### src/rtl/md4bc_pkg.sv
// md4 checksum package: state enum, round constants and helper functions
// used by the round unit and the top level; no dependencies
package md4bc_pkg;
	localparam logic [31:0] IV0 = 32'h67452301;
	localparam logic [31:0] IV1 = 32'hefcdab89;
	localparam logic [31:0] IV2 = 32'h98badcfe;
	localparam logic [31:0] IV3 = 32'h10325476;
	localparam logic [31:0] K2 = 32'h5a827999;
	localparam logic [31:0] K3 = 32'h6ed9eba1;
	localparam logic [7:0] PAD_MARK = 8'h80;
	localparam logic CFG_KEY_ENABLE = 1'b0;
	localparam logic CFG_KEY_VALUE = 1'b1;

	typedef enum logic [2:0] {
		ST_IDLE,
		ST_KEY,
		ST_DATA,
		ST_PAD,
		ST_COMP,
		ST_FOLD
	} state_t;

	typedef struct packed {
		logic start;
		logic done;
	} comp_ctl_t;

	// message word index used by round step i
	function automatic logic [3:0] word_index(input logic [5:0] i);
		logic [3:0] j;
		j = i[3:0];
		if (i < 6'd16) word_index = j;
		else if (i < 6'd32) word_index = {j[1:0], j[3:2]};
		else word_index = {j[0], j[1], j[2], j[3]};
	endfunction

	function automatic logic [4:0] shift_amt(input logic [5:0] i);
		logic [1:0] k;
		k = i[1:0];
		if (i < 6'd16) begin
			unique case (k)
				2'd0: shift_amt = 5'd3;
				2'd1: shift_amt = 5'd7;
				2'd2: shift_amt = 5'd11;
				default: shift_amt = 5'd19;
			endcase
		end else if (i < 6'd32) begin
			unique case (k)
				2'd0: shift_amt = 5'd3;
				2'd1: shift_amt = 5'd5;
				2'd2: shift_amt = 5'd9;
				default: shift_amt = 5'd13;
			endcase
		end else begin
			unique case (k)
				2'd0: shift_amt = 5'd3;
				2'd1: shift_amt = 5'd9;
				2'd2: shift_amt = 5'd11;
				default: shift_amt = 5'd15;
			endcase
		end
	endfunction
endpackage

### src/rtl/md4_block_checksum.sv
// top level of the md4 checksum: byte sequencer, padding and result register
// depends on md4bc_pkg and md4bc_round
//
// channel  signals                               direction
// in       in_valid in_ready data_byte no_data is_last   to block
// out      out_valid out_ready checksum            from block
// cfg      cfg_valid cfg_ready cfg_index cfg_data  to block
//
// an item is transferred in idle, then its byte is written
// every 64th byte (key, data or pad) stalls input
// while the round unit runs 48 steps on the word ram
// a last item adds the pad bytes plus one or two compressions
// first item of a message also writes the four key bytes if enabled
// input is refused while a checksum waits in the output register
// reset loads the chaining constants and clears the byte count
module md4_block_checksum import md4bc_pkg::*; (
	input  logic        clk,
	input  logic        arst_n,
	input  logic        in_valid,
	output logic        in_ready,
	input  logic [7:0]  data_byte,
	input  logic        no_data,
	input  logic        is_last,
	output logic        out_valid,
	input  logic        out_ready,
	output logic [31:0] checksum,
	input  logic        cfg_valid,
	output logic        cfg_ready,
	input  logic        cfg_index,
	input  logic [31:0] cfg_data
);
	state_t state_q, state_d, ret_q, ret_d;
	logic        key_en_q;
	logic [31:0] key_q;
	logic [63:0] bits_q;
	logic        started_q;
	logic [1:0]  kcnt_q;
	logic [7:0]  byte_q;
	logic        none_q, last_q;
	logic [3:0]  lcnt_q;
	logic        we;
	logic [7:0]  wbyte;
	logic        count_up, is_len;
	logic        done;
	logic [31:0] fold;
	comp_ctl_t   ctl;
	logic        reinit;
	logic [5:0]  fill;
	logic [5:0]  ppos_q;

	assign fill = bits_q[8:3];
	assign cfg_ready = 1'b1;
	assign in_ready = (state_q == ST_IDLE) && !out_valid;

	always_ff @(posedge clk or negedge arst_n) begin
		if (!arst_n) begin
			key_en_q <= 1'b0;
			key_q <= '0;
		end else if (cfg_valid) begin
			unique case (cfg_index)
				CFG_KEY_ENABLE: key_en_q <= cfg_data[0];
				CFG_KEY_VALUE:  key_q <= cfg_data;
				default: ;
			endcase
		end
	end

	// byte written this cycle and where the sequencer goes next
	always_comb begin
		state_d = state_q;
		ret_d = ret_q;
		we = 1'b0;
		wbyte = byte_q;
		count_up = 1'b0;
		is_len = 1'b0;
		ctl = '0;
		reinit = 1'b0;
		unique case (state_q)
			ST_IDLE: if (in_valid && in_ready) begin
				if (!started_q && key_en_q) state_d = ST_KEY;
				else state_d = ST_DATA;
			end
			ST_KEY: begin
				we = 1'b1; count_up = 1'b1;
				wbyte = key_q[8*kcnt_q +: 8];
				ret_d = (kcnt_q == 2'd3) ? ST_DATA : ST_KEY;
				if (fill == 6'd63) begin
					state_d = ST_COMP; ctl.start = 1'b1;
				end else state_d = ret_d;
			end
			ST_DATA: begin
				we = !none_q; count_up = !none_q;
				ret_d = last_q ? ST_PAD : ST_IDLE;
				if (!none_q && fill == 6'd63) begin
					state_d = ST_COMP; ctl.start = 1'b1;
				end else state_d = ret_d;
			end
			ST_PAD: begin
				// lcnt 0: marker, 1: zeros to 56, 2..9: length bytes
				we = 1'b1;
				is_len = lcnt_q >= 4'd2;
				if (lcnt_q == 4'd0) wbyte = PAD_MARK;
				else if (is_len) wbyte = bits_q[8*(lcnt_q-4'd2) +: 8];
				else wbyte = 8'h00;
				ret_d = (lcnt_q == 4'd9) ? ST_FOLD : ST_PAD;
				if (ppos_q == 6'd63) begin
					state_d = ST_COMP; ctl.start = 1'b1;
				end else state_d = ret_d;
			end
			ST_COMP: if (done) state_d = ret_q;
			ST_FOLD: begin
				if (!out_valid) begin
					reinit = 1'b1; state_d = ST_IDLE;
				end
			end
			default: state_d = ST_IDLE;
		endcase
	end

	// pad writes use a separate position counter so the length stays frozen
	logic [5:0] waddr;
	assign waddr = (state_q == ST_PAD) ? ppos_q : fill;

	always_ff @(posedge clk or negedge arst_n) begin
		if (!arst_n) begin
			state_q <= ST_IDLE; ret_q <= ST_IDLE;
			bits_q <= '0; started_q <= 1'b0; kcnt_q <= '0; lcnt_q <= '0;
			out_valid <= 1'b0; ppos_q <= '0;
		end else begin
			state_q <= state_d;
			ret_q <= ret_d;
			if (out_valid && out_ready) out_valid <= 1'b0;
			if (state_q == ST_IDLE && in_valid && in_ready) begin
				started_q <= 1'b1; kcnt_q <= '0;
			end
			if (state_q == ST_KEY) kcnt_q <= kcnt_q + 2'd1;
			if (count_up) bits_q <= bits_q + 64'd8;
			if (state_q == ST_DATA) begin
				lcnt_q <= '0; ppos_q <= fill + {5'd0, !none_q};
			end
			if (state_q == ST_PAD) begin
				ppos_q <= ppos_q + 6'd1;
				// marker on byte 55 leaves no room for zeros
				if (lcnt_q == 4'd0 && ppos_q == 6'd55) lcnt_q <= 4'd2;
				else if (lcnt_q == 4'd0 || is_len || ppos_q == 6'd55)
					lcnt_q <= lcnt_q + 4'd1;
			end
			if (state_q == ST_FOLD && !out_valid) begin
				out_valid <= 1'b1; checksum <= fold;
				bits_q <= '0; started_q <= 1'b0;
			end
		end
	end

	// pad compression boundary uses ppos instead of fill
	logic pad_wrap;
	assign pad_wrap = (state_q == ST_PAD) && (ppos_q == 6'd63);

	always_ff @(posedge clk) begin
		if (state_q == ST_IDLE && in_valid && in_ready) begin
			byte_q <= data_byte; none_q <= no_data; last_q <= is_last;
		end
	end

	comp_ctl_t ctl_r;
	always_comb begin
		ctl_r = ctl;
		if (state_q == ST_PAD) ctl_r.start = pad_wrap;
		ctl_r.done = 1'b0;
	end

	md4bc_round u_round (
		.clk(clk), .arst_n(arst_n), .byte_we(we), .byte_addr(waddr), .byte_data(wbyte),
		.reinit(reinit), .ctl_in(ctl_r), .done(done), .fold(fold)
	);
endmodule

### src/rtl/md4bc_ram.sv
// generic simple dual-port ram (one write port, one read port) with registered read
// no dependencies
module md4bc_ram #(
	parameter int WIDTH = 8,
	parameter int DEPTH = 64
) (
	input  logic                     clk,
	input  logic                     we,
	input  logic [$clog2(DEPTH)-1:0] waddr,
	input  logic [WIDTH-1:0]         wdata,
	input  logic [$clog2(DEPTH)-1:0] raddr,
	output logic [WIDTH-1:0]         rdata
);
	logic [WIDTH-1:0] mem [DEPTH];
	always_ff @(posedge clk) begin
		if (we) mem[waddr] <= wdata;
		rdata <= mem[raddr];
	end
endmodule

### src/rtl/md4bc_round.sv
// md4 compression: one round step per cycle through one shared adder/rotator
// depends on md4bc_pkg and md4bc_ram (word store of the block)
module md4bc_round import md4bc_pkg::*; (
	input  logic        clk,
	input  logic        arst_n,
	input  logic        byte_we,
	input  logic [5:0]  byte_addr,
	input  logic [7:0]  byte_data,
	input  logic        reinit,
	input  comp_ctl_t   ctl_in,
	output logic        done,
	output logic [31:0] fold
);
	logic [31:0] wbuf_q;
	logic        wwe;
	logic [3:0]  raddr;
	logic [31:0] rdata;
	logic [31:0] h_q [4];
	logic [31:0] v_q [4];
	logic [5:0]  step_q;
	logic        run_q, fin_q;
	logic [31:0] b, c, d, f, sum;
	logic [1:0]  t;
	logic [5:0]  cur;
	logic [4:0]  s;

	// assemble little-endian words from bytes
	always_ff @(posedge clk) begin
		if (byte_we) wbuf_q <= {byte_data, wbuf_q[31:8]};
	end
	always_ff @(posedge clk or negedge arst_n) begin
		if (!arst_n) wwe <= 1'b0;
		else wwe <= byte_we && (byte_addr[1:0] == 2'd3);
	end
	logic [3:0] widx_q;
	always_ff @(posedge clk) if (byte_we) widx_q <= byte_addr[5:2];

	// read address is that of the following step, as the ram read is registered
	assign raddr = word_index(ctl_in.start ? 6'd0 : step_q + 6'd1);
	md4bc_ram #(.WIDTH(32), .DEPTH(16)) u_words (
		.clk(clk), .we(wwe), .waddr(widx_q), .wdata(wbuf_q),
		.raddr(raddr), .rdata(rdata)
	);

	assign cur = step_q;
	assign t = 2'd0 - cur[1:0];
	assign b = v_q[t + 2'd1];
	assign c = v_q[t + 2'd2];
	assign d = v_q[t + 2'd3];
	assign s = shift_amt(cur);
	always_comb begin
		if (cur < 6'd16) f = (b & c) | (~b & d);
		else if (cur < 6'd32) f = ((b & c) | (b & d) | (c & d)) + K2;
		else f = (b ^ c ^ d) + K3;
	end
	assign sum = v_q[t] + f + rdata;

	always_ff @(posedge clk or negedge arst_n) begin
		if (!arst_n) begin
			h_q[0] <= IV0; h_q[1] <= IV1; h_q[2] <= IV2; h_q[3] <= IV3;
			run_q <= 1'b0; fin_q <= 1'b0; step_q <= '0;
		end else begin
			fin_q <= 1'b0;
			if (reinit) begin
				h_q[0] <= IV0; h_q[1] <= IV1; h_q[2] <= IV2; h_q[3] <= IV3;
			end
			if (ctl_in.start) begin
				run_q <= 1'b1;
				step_q <= '0;
				for (int k = 0; k < 4; k++) v_q[k] <= h_q[k];
			end else if (run_q) begin
				v_q[t] <= (sum << s) | (sum >> (6'd32 - {1'b0, s}));
				if (step_q == 6'd47) begin
					run_q <= 1'b0;
					fin_q <= 1'b1;
				end
				step_q <= step_q + 6'd1;
			end else if (fin_q) begin
				for (int k = 0; k < 4; k++) h_q[k] <= h_q[k] + v_q[k];
			end
		end
	end
	// fin_q pulses while the feed-forward add is taken, so done follows it
	logic done_q;
	always_ff @(posedge clk or negedge arst_n) begin
		if (!arst_n) done_q <= 1'b0;
		else done_q <= fin_q;
	end
	assign done = done_q;
	assign fold = h_q[0] ^ h_q[1] ^ h_q[2] ^ h_q[3];
endmodule

### config.mk
export PLATFORM = sky130hd
export DESIGN_NAME = md4_block_checksum
export DESIGN_NICKNAME = d
export VERILOG_FILES = /design/src/rtl/md4bc_pkg.sv /design/src/rtl/md4_block_checksum.sv /design/src/rtl/md4bc_ram.sv /design/src/rtl/md4bc_round.sv
export SDC_FILE = /design/constraint.sdc
export NUM_CORES = 2
export LEC_CHECK = 0
export BUFFER_PORTS_ARGS = -buffer_cell sky130_fd_sc_hd__buf_2
export CORE_MARGIN = 2
export CORE_UTILIZATION = 58
export DETAILED_ROUTE_END_ITERATION = 16
export PLACE_DENSITY = 0.81
export SYNTH_ARGS = -nofsm -noshare
export SYNTH_HDL_FRONTEND = slang
export SYNTH_HIERARCHICAL = 1
export SYNTH_SLANG_ARGS = --single-unit
### constraint.sdc
create_clock -name clk -period 10.6 [get_ports clk]
set_input_delay 0.53 -clock clk [delete_from_list [all_inputs] [get_ports clk]]
set_output_delay 0.53 -clock clk [all_outputs]
set_load 0.03 [all_outputs]
==> results.yml <==
final_layout:
  final_core_util_pct: 63.9
  drive_gt1_share_pct: 17.0
  final_net_count: 5074
  area_delta_synth_final_pct: 9.47
  final_cell_area_mm2: 0.0628
  antenna_cells_inserted: 0
die:
  floorplan.rows: 115
  die-height_um: 319
  dieArea_mm2: 0.101
  die-width_um: 319
  start_util_pct: 58.4
  pin_count: 83
  coreArea_mm2: 0.0983
timing:
  timing_hold_violations_final: 0
  fin_ws_ns: 0.754
  tightestPinTransition_ns: 1.23
  setup_viol: 0
  post-route-min-period_ns: 9.85
  setup_total_negative_slack_ns: 0
  report.final.slew_viol_count: 0
  relSlewSlack_pct: 18.1
  maxClockFrequency_ghz: 0.102
  rsz0062_at_grt: "false"
  final_min_period_over_clock_period_pct: 92.9
  clock_skew_ns: 0.0655
worst_hold_path:
  hp-start: "cfg_data[10]"
  min_path_type: "in2reg"
  whs_path_depth: 2
  holdPathEnd: "key_q[10]$_DFFE_PN0P_"
setup_path:
  crit_path_end_kind: "flip-flop"
  worstPathRequired_ns: 11.04
  r2r.worst_path.cells: 30
  category_of_the_worst_setup_path_launch_point: "flip-flop"
  worstReg2RegEnd: "u_round/v_q[2][8]$_DFFE_PP_"
  critical-path-top-delay-family: "compound AO/OA/AOI/OAI gates"
  crit-reg2reg-launch: "u_round/cur[1]$_DFFE_PN0P_"
  worst-setup-path-type: "reg2reg"
  timing.critical_path.depth: 30
  critPathMaxFanout: 45
  crit_start: "u_round/cur[1]$_DFFE_PN0P_"
  critPathSlowestCell: "sky130_fd_sc_hd__ha_4"
  r2r_slack_ns: 0.75
  arrival_ns: 10.29
  max_stage_delay_ns: 0.65
  cp_num_buf_inv: 2
flow_run:
  maxCapViolCount: 0
placed_design:
  dpl-instance-area_mm2: 0.0591
  preCtsSetupSlack_ns: 0.974
  gp_congestion: 1.01
  placement.io_buffers: 81
  dp.final_hpwl_mm: 107
global_routing:
  grt_max_degree: 184
  grt.total_usage_pct: 31.8
  antenna_found_initial: 0
  grt_pass1_vias: 40600
  grt_pass1_wl_mm: 247
  grt_remaining_overflow: 0
pwr:
  power.ir.vdd_worst_v: 0.000373
  leakagePower_nw: 23.5
  power_mw: 22.0
  pwr_density_cell_mw_per_mm2: 351
clocking:
  count_of_hold_fix_buffers_inserted_at_cts: 14
  cts_made_buffers: 101
  cts_repair_resize_count: 0
  cts_tree: "built"
  clockBufferDepth: 3
  clk_latency_ns: 0.73
  cts_post_setup_buffers_inserted: 0
  h-tree-depth: 3
  path_clk_slew_ns: 0.06
  root_buffer: "sky130_fd_sc_hd__clkbuf_16"
  clkSinkCount: 1002
logic_synthesis:
  synth_instances: 4778
  avgSynthCellArea_um2: 12.0
  syn_area_mm2: 0.0574
  synth_fp_nets: 5066
  yosys_warnings: 6
detailed_routing:
  first_pass_detailed_route_iteration_total: 8
  ant_nets: 0
  route.detailed.wl_per_inst_um: 26.6
  drt_first_iter_violations: 5635
  route.vias.total: 42200
  routed_wire_length_mm: 164
  avgViaCountPerCell: 6.86
  drc: 0
status:
  status: "completed"
-- report_power, final --
part,switching (mW),internal [mW],total [mW]
Sequential,0.562,4.91,5.47
Clock,1.59,2.18,3.77
Combinational,8.19,4.60,12.8
-- layer usage --
layer	track usage, %	routed length [µm]	vias up
li1	-	-	18300
met1	42.0	60800	20800
met2	51.3	77400	2643
met3	5.69	16800	500
met4	15.0	8740	0
met5	0	0	-
-- worst reg2reg max path: cells and delay by family, from the launching register on --
family	cells	cell delay, ns
multiplexers	2	0.79
XOR/XNOR	1	0.07
AND/OR/NAND/NOR	9	2.67
AO/OA/AOI/OAI	11	3.15
flip-flops	1	0.49
buffers and inverters	2	0.22
adder cells (fa/ha/maj)	5	2.24
-- per-stage QoR --
step	std cells	hold slack, ns
2_1_floorplan	4778	0.234
3_3_place_gp	5956	0.447
4_1_cts	6159	0.00189
6_report	6159	0.0327
3_5_place_dp	5956	0.454
5_1_grt	6159	0.0209
-- cell type report --
type                    count  area, µm²
repair buffers            162       1080
clock inverters            48        678
multi-input cells        3438      27700
clock buffers             141       2870
flip-flops and latches   1002      28600
fillers                  7096      35500
inverters                  81        307
well taps                1287       1610
-- worst max path at each step --
| stage | to |
|---|---|
| global route | u_round/v_q[2][8]$_DFFE_PP_ |
| CTS | u_round/v_q[2][8]$_DFFE_PP_ |
| global placement | u_round/v_q[2][8]$_DFFE_PP_ |
| floorplan | u_round/v_q[3][0]$_DFFE_PP_ |
| detailed placement | u_round/v_q[2][8]$_DFFE_PP_ |
| finish | u_round/v_q[2][8]$_DFFE_PP_ |
-- flip-flops by register name, summed over array words and instances (netlist names), 2 cells and up --
signal,count
ret_q,3
u_round/cur,6
u_round/u_words/rdata,32
key_q,32
ppos_q,6
bits_q,61
kcnt_q,2
u_round/u_words/mem,512
byte_q,8
lcnt_q,4
state_q,3
u_round/widx_q,4
u_round/h_q,128
u_round/v_q,128
checksum,32
u_round/wbuf_q,32
-- cell usage in the layout (no fill, tap or decap), drive strengths merged, types with 42 or more instances in the layout --
cell type	n
nand2	384
inv	84
a21oi	304
nand3b	61
dfrtp	188
nand2b	50
o31ai	55
edfxtp	718
nor2	298
ha	173
fa	67
mux2	133
xnor2	159
mux4	224
a22oi	77
o21a	42
buf	148
nand3	90
mux2i	73
clkbuf	141
a211oi	61
nor3	107
xor2	143
o21ai	332
dfstp	64
a21o	67
Note: power is estimated with default switching activity, not from simulation.
